`config.mk`:
```
export PLATFORM = sky130hd
export DESIGN_NAME = configurable_crc_msb_first_flat
export DESIGN_NICKNAME = d
export VERILOG_FILES = /design/src/rtl/core/ccrc_pkg.sv /design/src/rtl/core/ccrc_if.sv /design/src/rtl/core/ccrc_byte_step.sv /design/src/rtl/core/configurable_crc_msb_first.sv /design/src/flat_wrapper.sv
export VERILOG_INCLUDE_DIRS = /design/src /design/src/rtl/core
export SDC_FILE = /design/constraint.sdc
export NUM_CORES = 1
export LEC_CHECK = 0
export BUFFER_PORTS_ARGS = -buffer_cell sky130_fd_sc_hd__buf_2
export CAP_MARGIN = 30
export CELL_PAD_IN_SITES_DETAIL_PLACEMENT = 0
export CELL_PAD_IN_SITES_GLOBAL_PLACEMENT = 2
export CORE_ASPECT_RATIO = 1.25
export CORE_MARGIN = 3
export CORE_UTILIZATION = 42
export DETAILED_ROUTE_END_ITERATION = 10
export PLACE_DENSITY_LB_ADDON = 0.12
export SLEW_MARGIN = 20
export SYNTH_ARGS = -nofsm -noshare
export SYNTH_HDL_FRONTEND = slang
export SYNTH_SLANG_ARGS = --single-unit
```
`constraint.sdc`:
```
create_clock -name clk -period 11.5 [get_ports clk]
set_input_delay 1.15 -clock clk [delete_from_list [all_inputs] [get_ports clk]]
set_output_delay 1.15 -clock clk [all_outputs]
set_load 0.02 [all_outputs]
```
`src/rtl/core/configurable_crc_msb_first_assert.svh`:
```
// Assertion macros for the configurable MSB-first CRC engine.
`ifndef CONFIGURABLE_CRC_MSB_FIRST_ASSERT_SVH
`define CONFIGURABLE_CRC_MSB_FIRST_ASSERT_SVH

`ifndef NO_ASSERTIONS

// Same-cycle implication, checked out of reset.
`define CCRC_ASSERT_NOW(name, clk, rst_n, cond, prop) \
    name: assert property (@(posedge clk) disable iff (!rst_n) (cond) |-> (prop)) \
        else $error("assertion failed");

// Next-cycle implication, checked out of reset.
`define CCRC_ASSERT_NEXT(name, clk, rst_n, cond, prop) \
    name: assert property (@(posedge clk) disable iff (!rst_n) (cond) |=> (prop)) \
        else $error("assertion failed");

`else

`define CCRC_ASSERT_NOW(name, clk, rst_n, cond, prop)
`define CCRC_ASSERT_NEXT(name, clk, rst_n, cond, prop)

`endif

`endif

```
`src/rtl/core/ccrc_pkg.sv`:
```
// Shared types and constants for the configurable CRC engine.
package ccrc_pkg;

    localparam int CRC_W   = 32;
    localparam int DATA_W  = 8;
    localparam int MODE_W  = 2;
    localparam int INDEX_W = 2;

    // Width mode codes
    localparam logic [MODE_W-1:0] MODE_CRC8  = 2'd0;
    localparam logic [MODE_W-1:0] MODE_CRC16 = 2'd1;
    localparam logic [MODE_W-1:0] MODE_CRC32 = 2'd2;

    // Register indexes
    localparam logic [INDEX_W-1:0] REG_WIDTH_MODE    = 2'd0;
    localparam logic [INDEX_W-1:0] REG_POLYNOMIAL    = 2'd1;
    localparam logic [INDEX_W-1:0] REG_INITIAL_VALUE = 2'd2;

    // Reset values
    localparam logic [MODE_W-1:0] RST_WIDTH_MODE    = MODE_CRC32;
    localparam logic [CRC_W-1:0]  RST_POLYNOMIAL    = 32'h04C1_1DB7;
    localparam logic [CRC_W-1:0]  RST_INITIAL_VALUE = 32'hFFFF_FFFF;

    localparam logic [CRC_W-1:0] TOP_BIT_32 = 32'h8000_0000;
    localparam logic [CRC_W-1:0] TOP_BIT_16 = 32'h0000_8000;
    localparam logic [CRC_W-1:0] TOP_BIT_8  = 32'h0000_0080;

    typedef struct packed {
        logic [MODE_W-1:0] width_mode;
        logic [CRC_W-1:0]  polynomial;
        logic [CRC_W-1:0]  initial_value;
    } ccrc_cfg_t;

endpackage

```
`src/rtl/core/ccrc_if.sv`:
```
// Item channels of the CRC engine: input byte channel and result channel.
interface ccrc_in_if
    import ccrc_pkg::*;
();
    logic              valid;
    logic              ready;
    logic [DATA_W-1:0] data_byte;
    logic              first_byte;
    logic              last_byte;

    modport source (output valid, data_byte, first_byte, last_byte, input ready);
    modport sink   (input valid, data_byte, first_byte, last_byte, output ready);
endinterface

interface ccrc_out_if
    import ccrc_pkg::*;
();
    logic             valid;
    logic             ready;
    logic [CRC_W-1:0] crc_value;
    logic             is_last;

    modport source (output valid, crc_value, is_last, input ready);
    modport sink   (input valid, crc_value, is_last, output ready);
endinterface

```
`src/rtl/core/ccrc_byte_step.sv`:
```
// One-byte CRC update: seed select, byte merge and eight unrolled shift steps.
module ccrc_byte_step
    import ccrc_pkg::*;
(
    input  ccrc_cfg_t         cfg,
    input  logic [CRC_W-1:0]  running_crc,
    input  logic [DATA_W-1:0] data_byte,
    input  logic              first_byte,
    output logic [CRC_W-1:0]  crc_out
);

    logic [CRC_W-1:0] mask;
    logic [CRC_W-1:0] top;
    logic [CRC_W-1:0] merged;
    logic [CRC_W-1:0] poly;
    logic [CRC_W-1:0] crc;

    always_comb
    begin
        case (cfg.width_mode)
            MODE_CRC8:
            begin
                mask   = 32'h0000_00FF;
                top    = TOP_BIT_8;
                merged = {24'd0, data_byte};
            end
            MODE_CRC16:
            begin
                mask   = 32'h0000_FFFF;
                top    = TOP_BIT_16;
                merged = {16'd0, data_byte, 8'd0};
            end
            default:
            begin
                mask   = 32'hFFFF_FFFF;
                top    = TOP_BIT_32;
                merged = {data_byte, 24'd0};
            end
        endcase
    end

    always_comb
    begin
        poly = cfg.polynomial & mask;
        crc  = (first_byte ? cfg.initial_value : running_crc) & mask;
        crc  = (crc ^ merged) & mask;
        for (int k = 0; k < DATA_W; k++)
        begin
            // shift out the top bit, fold in the polynomial when it was set
            if ((crc & top) != '0)
                crc = ((crc << 1) ^ poly) & mask;
            else
                crc = (crc << 1) & mask;
        end
        crc_out = crc;
    end

endmodule

```
`src/rtl/core/configurable_crc_msb_first.sv`:
```
// Configurable MSB-first CRC engine (8, 16 or 32 bits, non-reflected, no final XOR).
// Takes one message byte per cycle, unless stalled, on the data channel and returns one
// result per byte on the result channel: the running CRC after that byte, zero-extended
// to 32 bits, and an echo of the last-byte flag. A byte is captured in an input
// register, the eight shift steps run in combinational logic, and the CRC lands in the
// result register, where it is held until the result side takes it; bytes stream at
// one per cycle while the result side keeps up. The width, polynomial and initial
// value registers are written through the wr_* port; the user must write them only
// while no item is in flight, and the block does not enforce this. Width code three
// acts as 32 bits. A first_byte flag reloads the initial value; without it the CRC
// continues from the last result (zero after reset).
module configurable_crc_msb_first
    import ccrc_pkg::*;
(
    input  logic               clk,
    input  logic               rst_n,
    input  logic               wr_en,
    input  logic [INDEX_W-1:0] wr_index,
    input  logic [CRC_W-1:0]   wr_data,
    ccrc_in_if.sink            data,
    ccrc_out_if.source         result
);

`include "configurable_crc_msb_first_assert.svh"

    ccrc_cfg_t         cfg_reg;
    logic [CRC_W-1:0]  running_crc_reg;

    logic              s1_valid_reg;
    logic [DATA_W-1:0] s1_byte_reg;
    logic              s1_first_reg;
    logic              s1_last_reg;

    logic              out_valid_reg;
    logic [CRC_W-1:0]  out_crc_reg;
    logic              out_last_reg;

    logic              s1_ready;
    logic              s1_adv;
    logic [CRC_W-1:0]  crc_next;

    assign s1_adv   = s1_valid_reg && (!out_valid_reg || result.ready);
    assign s1_ready = !s1_valid_reg || s1_adv;

    assign data.ready       = s1_ready;
    assign result.valid     = out_valid_reg;
    assign result.crc_value = out_crc_reg;
    assign result.is_last   = out_last_reg;

    always_ff @(posedge clk or negedge rst_n)
    begin
        if (!rst_n)
        begin
            cfg_reg.width_mode    <= RST_WIDTH_MODE;
            cfg_reg.polynomial    <= RST_POLYNOMIAL;
            cfg_reg.initial_value <= RST_INITIAL_VALUE;
        end
        else if (wr_en)
        begin
            case (wr_index)
                REG_WIDTH_MODE:    cfg_reg.width_mode    <= wr_data[MODE_W-1:0];
                REG_POLYNOMIAL:    cfg_reg.polynomial    <= wr_data;
                REG_INITIAL_VALUE: cfg_reg.initial_value <= wr_data;
                default:           ;
            endcase
        end
    end

    ccrc_byte_step u_step (
        .cfg         (cfg_reg),
        .running_crc (running_crc_reg),
        .data_byte   (s1_byte_reg),
        .first_byte  (s1_first_reg),
        .crc_out     (crc_next)
    );

    // control
    always_ff @(posedge clk or negedge rst_n)
    begin
        if (!rst_n)
        begin
            s1_valid_reg    <= 1'b0;
            out_valid_reg   <= 1'b0;
            running_crc_reg <= '0;
        end
        else
        begin
            if (s1_ready)
                s1_valid_reg <= data.valid;
            if (s1_adv)
            begin
                out_valid_reg   <= 1'b1;
                running_crc_reg <= crc_next;
            end
            else if (result.ready)
                out_valid_reg <= 1'b0;
        end
    end

    // payload
    always_ff @(posedge clk)
    begin
        if (s1_ready && data.valid)
        begin
            s1_byte_reg  <= data.data_byte;
            s1_first_reg <= data.first_byte;
            s1_last_reg  <= data.last_byte;
        end
        if (s1_adv)
        begin
            out_crc_reg  <= crc_next;
            out_last_reg <= s1_last_reg;
        end
    end

    `CCRC_ASSERT_NEXT(a_adv_fills_out, clk, rst_n, s1_adv, out_valid_reg)
    `CCRC_ASSERT_NEXT(a_state_tracks_out, clk, rst_n, s1_adv, running_crc_reg == out_crc_reg)
    `CCRC_ASSERT_NOW(a_stall_only_full, clk, rst_n, !s1_ready, s1_valid_reg && out_valid_reg && !result.ready)

endmodule
```
`src/flat_wrapper.sv`:
```
// flat-port wrapper written by rule: the top's interface ports become plain ports
module configurable_crc_msb_first_flat import ccrc_pkg::*;
  (clk, rst_n, wr_en, wr_index, wr_data, data_valid, data_data_byte, data_first_byte, data_last_byte, data_ready, result_valid, result_crc_value, result_is_last, result_ready);
  ccrc_in_if data_i ();
  ccrc_out_if result_i ();
  input  logic clk;
  input  logic rst_n;
  input  logic wr_en;
  input  logic [INDEX_W-1:0] wr_index;
  input  logic [CRC_W-1:0] wr_data;
  input wire logic [$bits(data_i.valid)-1:0] data_valid;
  input wire logic [$bits(data_i.data_byte)-1:0] data_data_byte;
  input wire logic [$bits(data_i.first_byte)-1:0] data_first_byte;
  input wire logic [$bits(data_i.last_byte)-1:0] data_last_byte;
  output wire logic [$bits(data_i.ready)-1:0] data_ready;
  output wire logic [$bits(result_i.valid)-1:0] result_valid;
  output wire logic [$bits(result_i.crc_value)-1:0] result_crc_value;
  output wire logic [$bits(result_i.is_last)-1:0] result_is_last;
  input wire logic [$bits(result_i.ready)-1:0] result_ready;
  assign data_i.valid = data_valid;
  assign data_i.data_byte = data_data_byte;
  assign data_i.first_byte = data_first_byte;
  assign data_i.last_byte = data_last_byte;
  assign data_ready = data_i.ready;
  assign result_valid = result_i.valid;
  assign result_crc_value = result_i.crc_value;
  assign result_is_last = result_i.is_last;
  assign result_i.ready = result_ready;
  configurable_crc_msb_first u_core (.clk(clk), .rst_n(rst_n), .wr_en(wr_en), .wr_index(wr_index), .wr_data(wr_data), .data(data_i), .result(result_i));
endmodule
```
## After elaboration in Yosys (flattened, before gate mapping)

Cells that the tools add are included.

| word-level totals | value |
|---|---|
| flip-flop bits (word level) | 143 |
| output and inout port bits | 35 |
| input bits | 49 |
| word-level logic and storage cells | 84 |

| cells by class | value |
|---|---|
| reductions and logical operators | 20 |
| multiplexer cells | 14 |
| bitwise gates (word level) | 36 |
| equal/unequal tests | 3 |

Operators with widths:

| operator | number |
|---|---|
| 32-bit AND | 27 |
| 32-bit 2-to-1 mux | 9 |
| 32-bit XOR | 9 |
| 32-bit nonzero test | 8 |
| 32-bit one-hot mux with 2 select lines | 3 |
| 2-bit AND reduction | 3 |
| 2-bit by 1-bit == test with 1-bit output (second input constant) | 2 |
| 2-bit zero test | 2 |
| 2-bit == test (second input constant) | 1 |
| 1-bit logical AND | 2 |
| 1-bit zero test | 2 |
| 1-bit logical OR | 2 |
| 1-bit 2-to-1 mux | 2 |
| 2-bit nonzero test | 1 |

## Depth between registers and ports, before layout

| depth | value |
|---|---|
| word-level depth | 29 |
| depth in mapped cells | 24 |
| gate-level depth less buffers | 18 |

## Hierarchy

From an unflattened synthesis, not the netlist that was laid out.

| unflattened totals | value |
|---|---|
| cells, all modules | 1142 |
| area, all modules | 11183.2 um^2 |

By module, submodules not included:

| module | cells an instance | seq. area each (um^2) | times used | area an instance (um^2) |
|---|---|---|---|---|
| ccrc_byte_step | 882 | 0.0 | 1 | 5810.6 |
| configurable_crc_msb_first | 260 | 3852.4 | 1 | 5372.7 |

## Least setup slack after synthesis

OpenSTA, ideal clock, no wires.

| timing path | value |
|---|---|
| path type | register -> register |
| from | register u_core.s1_first_reg |
| to | register u_core.out_crc_reg[15] (netlist: u_core.result.crc_value[15]) (data pin) |
| data required time | 11234 ps |
| library setup time | 266 ps |
| clock period less this slack | 5143 ps |
| cell stages (with the launch flop) | 23 |
| buffers on the path | 4 |
| data arrival time | 4877 ps |
| slack | 6357 ps |
| path through | edfxtp_1 buf_6 mux4_2 xnor2_2 or3_1 a21oi_1 or2_1 buf_2 o31ai_1 o221a_2 xnor3_2 o221a_1 o31ai_2 o211ai_1 a2111o_1 o221a_2 xor2_1 o22ai_2 buf_6 buf_6 nand2_1 xnor2_1 nor2_1 |

| on the way | value |
|---|---|
| longest elaborated chain between the ends | 28 |
| elaborated cells on any way between the ends | 52 |
| those cells by class | mux: 9; bitwise: 35; reduce/logical: 8 |

RTL lines:

| item | RTL line | source |
|---|---|---|
| start, declared | configurable_crc_msb_first.sv:31 | `logic s1_first_reg;` |
| start signal, assigned | configurable_crc_msb_first.sv:106 | `s1_first_reg <= data.first_byte;` |
| 32-bit 2-to-1 mux * | ccrc_byte_step.sv:45 | `crc = (first_byte ? cfg.initial_value : running_crc) & mask;` |
| 32-bit AND * | ccrc_byte_step.sv:45 |  |
| 32-bit XOR * | ccrc_byte_step.sv:46 | `crc = (crc ^ merged) & mask;` |
| 32-bit AND * | ccrc_byte_step.sv:46 |  |
| 32-bit AND / 32-bit XOR (equally long branches) | ccrc_byte_step.sv:50, ccrc_byte_step.sv:51 |  |
| 32-bit nonzero test / 32-bit AND (equally long branches) | ccrc_byte_step.sv:50, ccrc_byte_step.sv:51 |  |
| 32-bit 2-to-1 mux * | ccrc_byte_step.sv:50 | `if ((crc & top) != '0)` |
| 32-bit AND / 32-bit XOR (equally long branches) | ccrc_byte_step.sv:50, ccrc_byte_step.sv:51 |  |
| [13 not listed] | n/a |  |
| 32-bit 2-to-1 mux * | ccrc_byte_step.sv:50 |  |
| 32-bit AND / 32-bit XOR (equally long branches) | ccrc_byte_step.sv:50, ccrc_byte_step.sv:51 |  |
| 32-bit nonzero test / 32-bit AND (equally long branches) | ccrc_byte_step.sv:50, ccrc_byte_step.sv:51 |  |
| 32-bit 2-to-1 mux * | ccrc_byte_step.sv:50 |  |
| 32-bit AND / 32-bit XOR (equally long branches) | ccrc_byte_step.sv:50, ccrc_byte_step.sv:51 |  |
| 32-bit nonzero test / 32-bit AND (equally long branches) | ccrc_byte_step.sv:50, ccrc_byte_step.sv:51 |  |
| 32-bit 2-to-1 mux * | ccrc_byte_step.sv:50 |  |
| named net u_core.crc_next[15] | configurable_crc_msb_first.sv:40 | `logic [CRC_W-1:0] crc_next;` |
| end signal, assigned | configurable_crc_msb_first.sv:111 | `out_crc_reg <= crc_next;` |
| end, declared | configurable_crc_msb_first.sv:35 | `logic [CRC_W-1:0] out_crc_reg;` |

Mark *: on every way through the listed nets, which the timed path passes. The rest lies on a longest branch.
A chain may end at the register's enable or synchronous reset.

## Final worst setup path

| timing path | value |
|---|---|
| from | register u_core.s1_first_reg |
| to | register u_core.out_crc_reg[22] (netlist: u_core.result.crc_value[22]) (data pin) |

The elaborated chain is that of the path after synthesis.

==> flow_summary.ini <==
[setup_path]
critPathArrivalTime_ps = 7840
cpPeakStageDelay_ps = 710
crit_path_cell_trace = buf_4 > mux2i_1 > xnor2_1 > a221oi_1 > nor3b_1 > buf_4 > or3_1 > a32oi_4 > xnor2_1 > a21boi_2 > nand2_1 > a21o_1 > o211ai_1 > a2111o_1 > o221a_2 > xor2_1 > o22ai_2 > buf_4 > nand2_1 > xnor3_1 > and2_1
crit_path_max_fanout = 31
crit_path_frequent_cell = buf_4
rr_endpoint = u_core.result.crc_value[22]$_DFFE_PP_
cp-start-kind = flip-flop
crit_path_top_delay_cell = edfxtp_1
reg2regPathDepth = 21
critical_path_class = reg2reg
cp-end-kind = flip-flop
r2r_start = u_core.s1_first_reg$_DFFE_PP_
rrSetupSlack_ps = 3850
required_ps = 11690

[routing]
drt-initial-drc-count = 692
wl_per_cell_um = 22.9
dr.pass1.iters = 5
vias = 8547
antenna_left = 0
vias_per_cell = 5.55
finalWirelength_mm = 35.3
drc = 0

[synth]
ys.flop_type = dfrtp_1
yosys_warnings = 0
ys_seq_area_frac = 0.356
synthCells = 1154
yosys_register_bits = 143
avgSynthCellArea_um2 = 9.38
synthArstFlopShare = 0.699
synth_cell_types = 86
synth_edf_count = 43
synth_fp_nets = 1203
syn_area_um2 = 10800

[die]
boundaryPins = 84
fp.dieH_um = 185
dieWidth_um = 150
design.core.area_um2 = 25300
die-area_um2 = 27700
rows = 65
initial_core_util = 0.428

[clock_network]
cts_setup_buffers = 0
worst_skew_pair.late_latency_ps = 440
cts_max_path_buffers = 2
ctsResizeCount = 0
hold_buffers = 0
tritoncts = done
cts.sinks = 143
cts_made_buffers = 17
htree_levels = 4
clk_transition_reported_paths_ps = 70
clk_root_buffer_cell = clkbuf_16

[timing]
slew_headroom = 0.329
clock_skew_ps = 14.9
tns_ps = 0
setup_viol = 0
min_period_ps = 7650
period_share = 0.665
tightestPinTransition_ps = 1010
rsz0062_at_grt = no
hold_violations = 0
slew_violations = 0
fmax_ghz = 0.131

[global_route]
grt_max_degree = 63
grt_overflow = 0
antenna_found_initial = 0
grt_pass1_wl_mm = 53.2
track_usage = 0.259
grt_pass1_vias = 8398

[cells_and_area]
drive_gt1_frac = 0.242
diodes = 0
fillers = 2428
multi_input_area_um2 = 6540
syn_to_final_growth_pct = 11.1
largest_register_ffs = 66
layout_commonest_cell = nand2_1
mostFrequentLayoutCells = nand2_1, xnor2_1, buf_2
seq_area_um2 = 3850
fin_nets = 1241

[hold_path]
hp-start = u_core.s1_last_reg$_DFFE_PP_
hp-class = reg2reg
whs_path_depth = 0
min_to = u_core.result.is_last$_DFFE_PP_

[placed_design]
routabilityCongestion = 0.885
hpwlAfterDp_mm = 25.1
io_buffers = 83

[status]
status = complete, no violations

[run]
drv_cap = 0
## cell families (layout without fill, tap and decap cells)
| family | Yosys count | after routing | share of synthesized area |
|---|---|---|---|
| buffers and inverters | 97 | 148 | 0.0401 |
| DFF | 143 | 143 | 0.356 |
| AOI/OAI and AO/OA | 171 | 171 | 0.117 |
| muxes | 113 | 113 | 0.116 |
| xor gates and xnor gates | 254 | 254 | 0.216 |
| and+or+nand+nor | 376 | 376 | 0.155 |
## Yosys cell counts (3+ instances only)
library cell  count  area share
a211o_1           4      0.0032
a211oi_1          3      0.0021
a21o_1            5      0.0035
a21oi_1          31       0.014
a21oi_2           3      0.0024
a221oi_1          3      0.0024
a22o_1           12      0.0097
a22oi_1           3      0.0021
a31oi_1           5      0.0029
and2_1           16      0.0092
and3_1           10      0.0058
buf_1            10      0.0035
buf_2            17      0.0079
buf_4             3      0.0021
buf_6             5      0.0052
clkbuf_1         49       0.017
dfrtp_1          53        0.12
dfstp_2          47        0.11
edfxtp_1         43        0.12
inv_1            11      0.0038
mux2_2           74       0.077
mux2i_1          35       0.032
nand2_1         233       0.081
nand2b_1          8      0.0046
nand3_1          21      0.0097
nand3b_1          6      0.0042
nand4_1           3      0.0017
nor2_1           43       0.015
nor2b_1           4      0.0023
nor3_1            8      0.0037
nor3b_1           5      0.0035
nor4_1            3      0.0017
o211a_1           3      0.0028
o211ai_1          7      0.0049
o21a_1            3      0.0021
o21ai_0          26       0.012
o21ai_1          24       0.011
o221a_2           3      0.0031
o22ai_1           3      0.0017
o31ai_1           6      0.0042
or2_1             3      0.0017
or3_1             3      0.0017
xnor2_1         202        0.16
xnor3_1           5       0.010
xor2_1           42       0.034
## cell type report
type,instances,share of cell area
flip-flops and latches,143,0.320
well taps,335,0.0348
multi-input cells,914,0.544
clock buffers,19,0.0377
clock inverters,13,0.0123
repair buffers,103,0.0472
inverters,13,0.00406
## layer usage
layer	wire, um	vias up	GRT usage	part of all wire
li1	-	4002	-	-
met1	16700	4262	0.370	0.47
met2	16200	238	0.405	0.46
met3	1490	45	0.0351	0.042
met4	992	0	0.0894	0.028
met5	0	-	0	0
## worst max-delay path by stage
stage	slack (ps)	to	from	cells past startpoint
detailed placement	3790	u_core.result.crc_value[18]$_DFFE_PP_	u_core.s1_first_reg$_DFFE_PP_	21
floorplan	6360	u_core.result.crc_value[15]$_DFFE_PP_	u_core.s1_first_reg$_DFFE_PP_	22
global route	3500	u_core.result.crc_value[22]$_DFFE_PP_	u_core.s1_first_reg$_DFFE_PP_	21
CTS	3810	u_core.result.crc_value[18]$_DFFE_PP_	u_core.s1_first_reg$_DFFE_PP_	21
global placement	4130	u_core.result.crc_value[22]$_DFFE_PP_	u_core.s1_first_reg$_DFFE_PP_	20
finish	3850	u_core.result.crc_value[22]$_DFFE_PP_	u_core.s1_first_reg$_DFFE_PP_	21
## worst max-delay path: cells and delay by family (launching register included)
family                 cells  cell delay [ps]
AND/OR/NAND/NOR            5             1830
AO/OA/AOI/OAI              8             1750
XOR/XNOR                   4             1640
buffers and inverters      3             1270
flip-flops                 1              710
multiplexers               1              190
## metrics by stage
stage               hold slack [ps]   util  worst slack [ps]  cell area, um2  std cells
finish                          424  0.476              3850           12000       1540
global route                    427  0.476              3500           12000       1540
CTS                             423  0.475              3810           12000       1539
detailed placement              407  0.452              3790           11400       1507
global placement                402  0.452              4130           11400       1507
floorplan                       400      -              6360           10800       1154
Power is left out: the tool's default activity adds up to more than one toggle a clock period on the data nets, which glitch-free logic cannot reach.
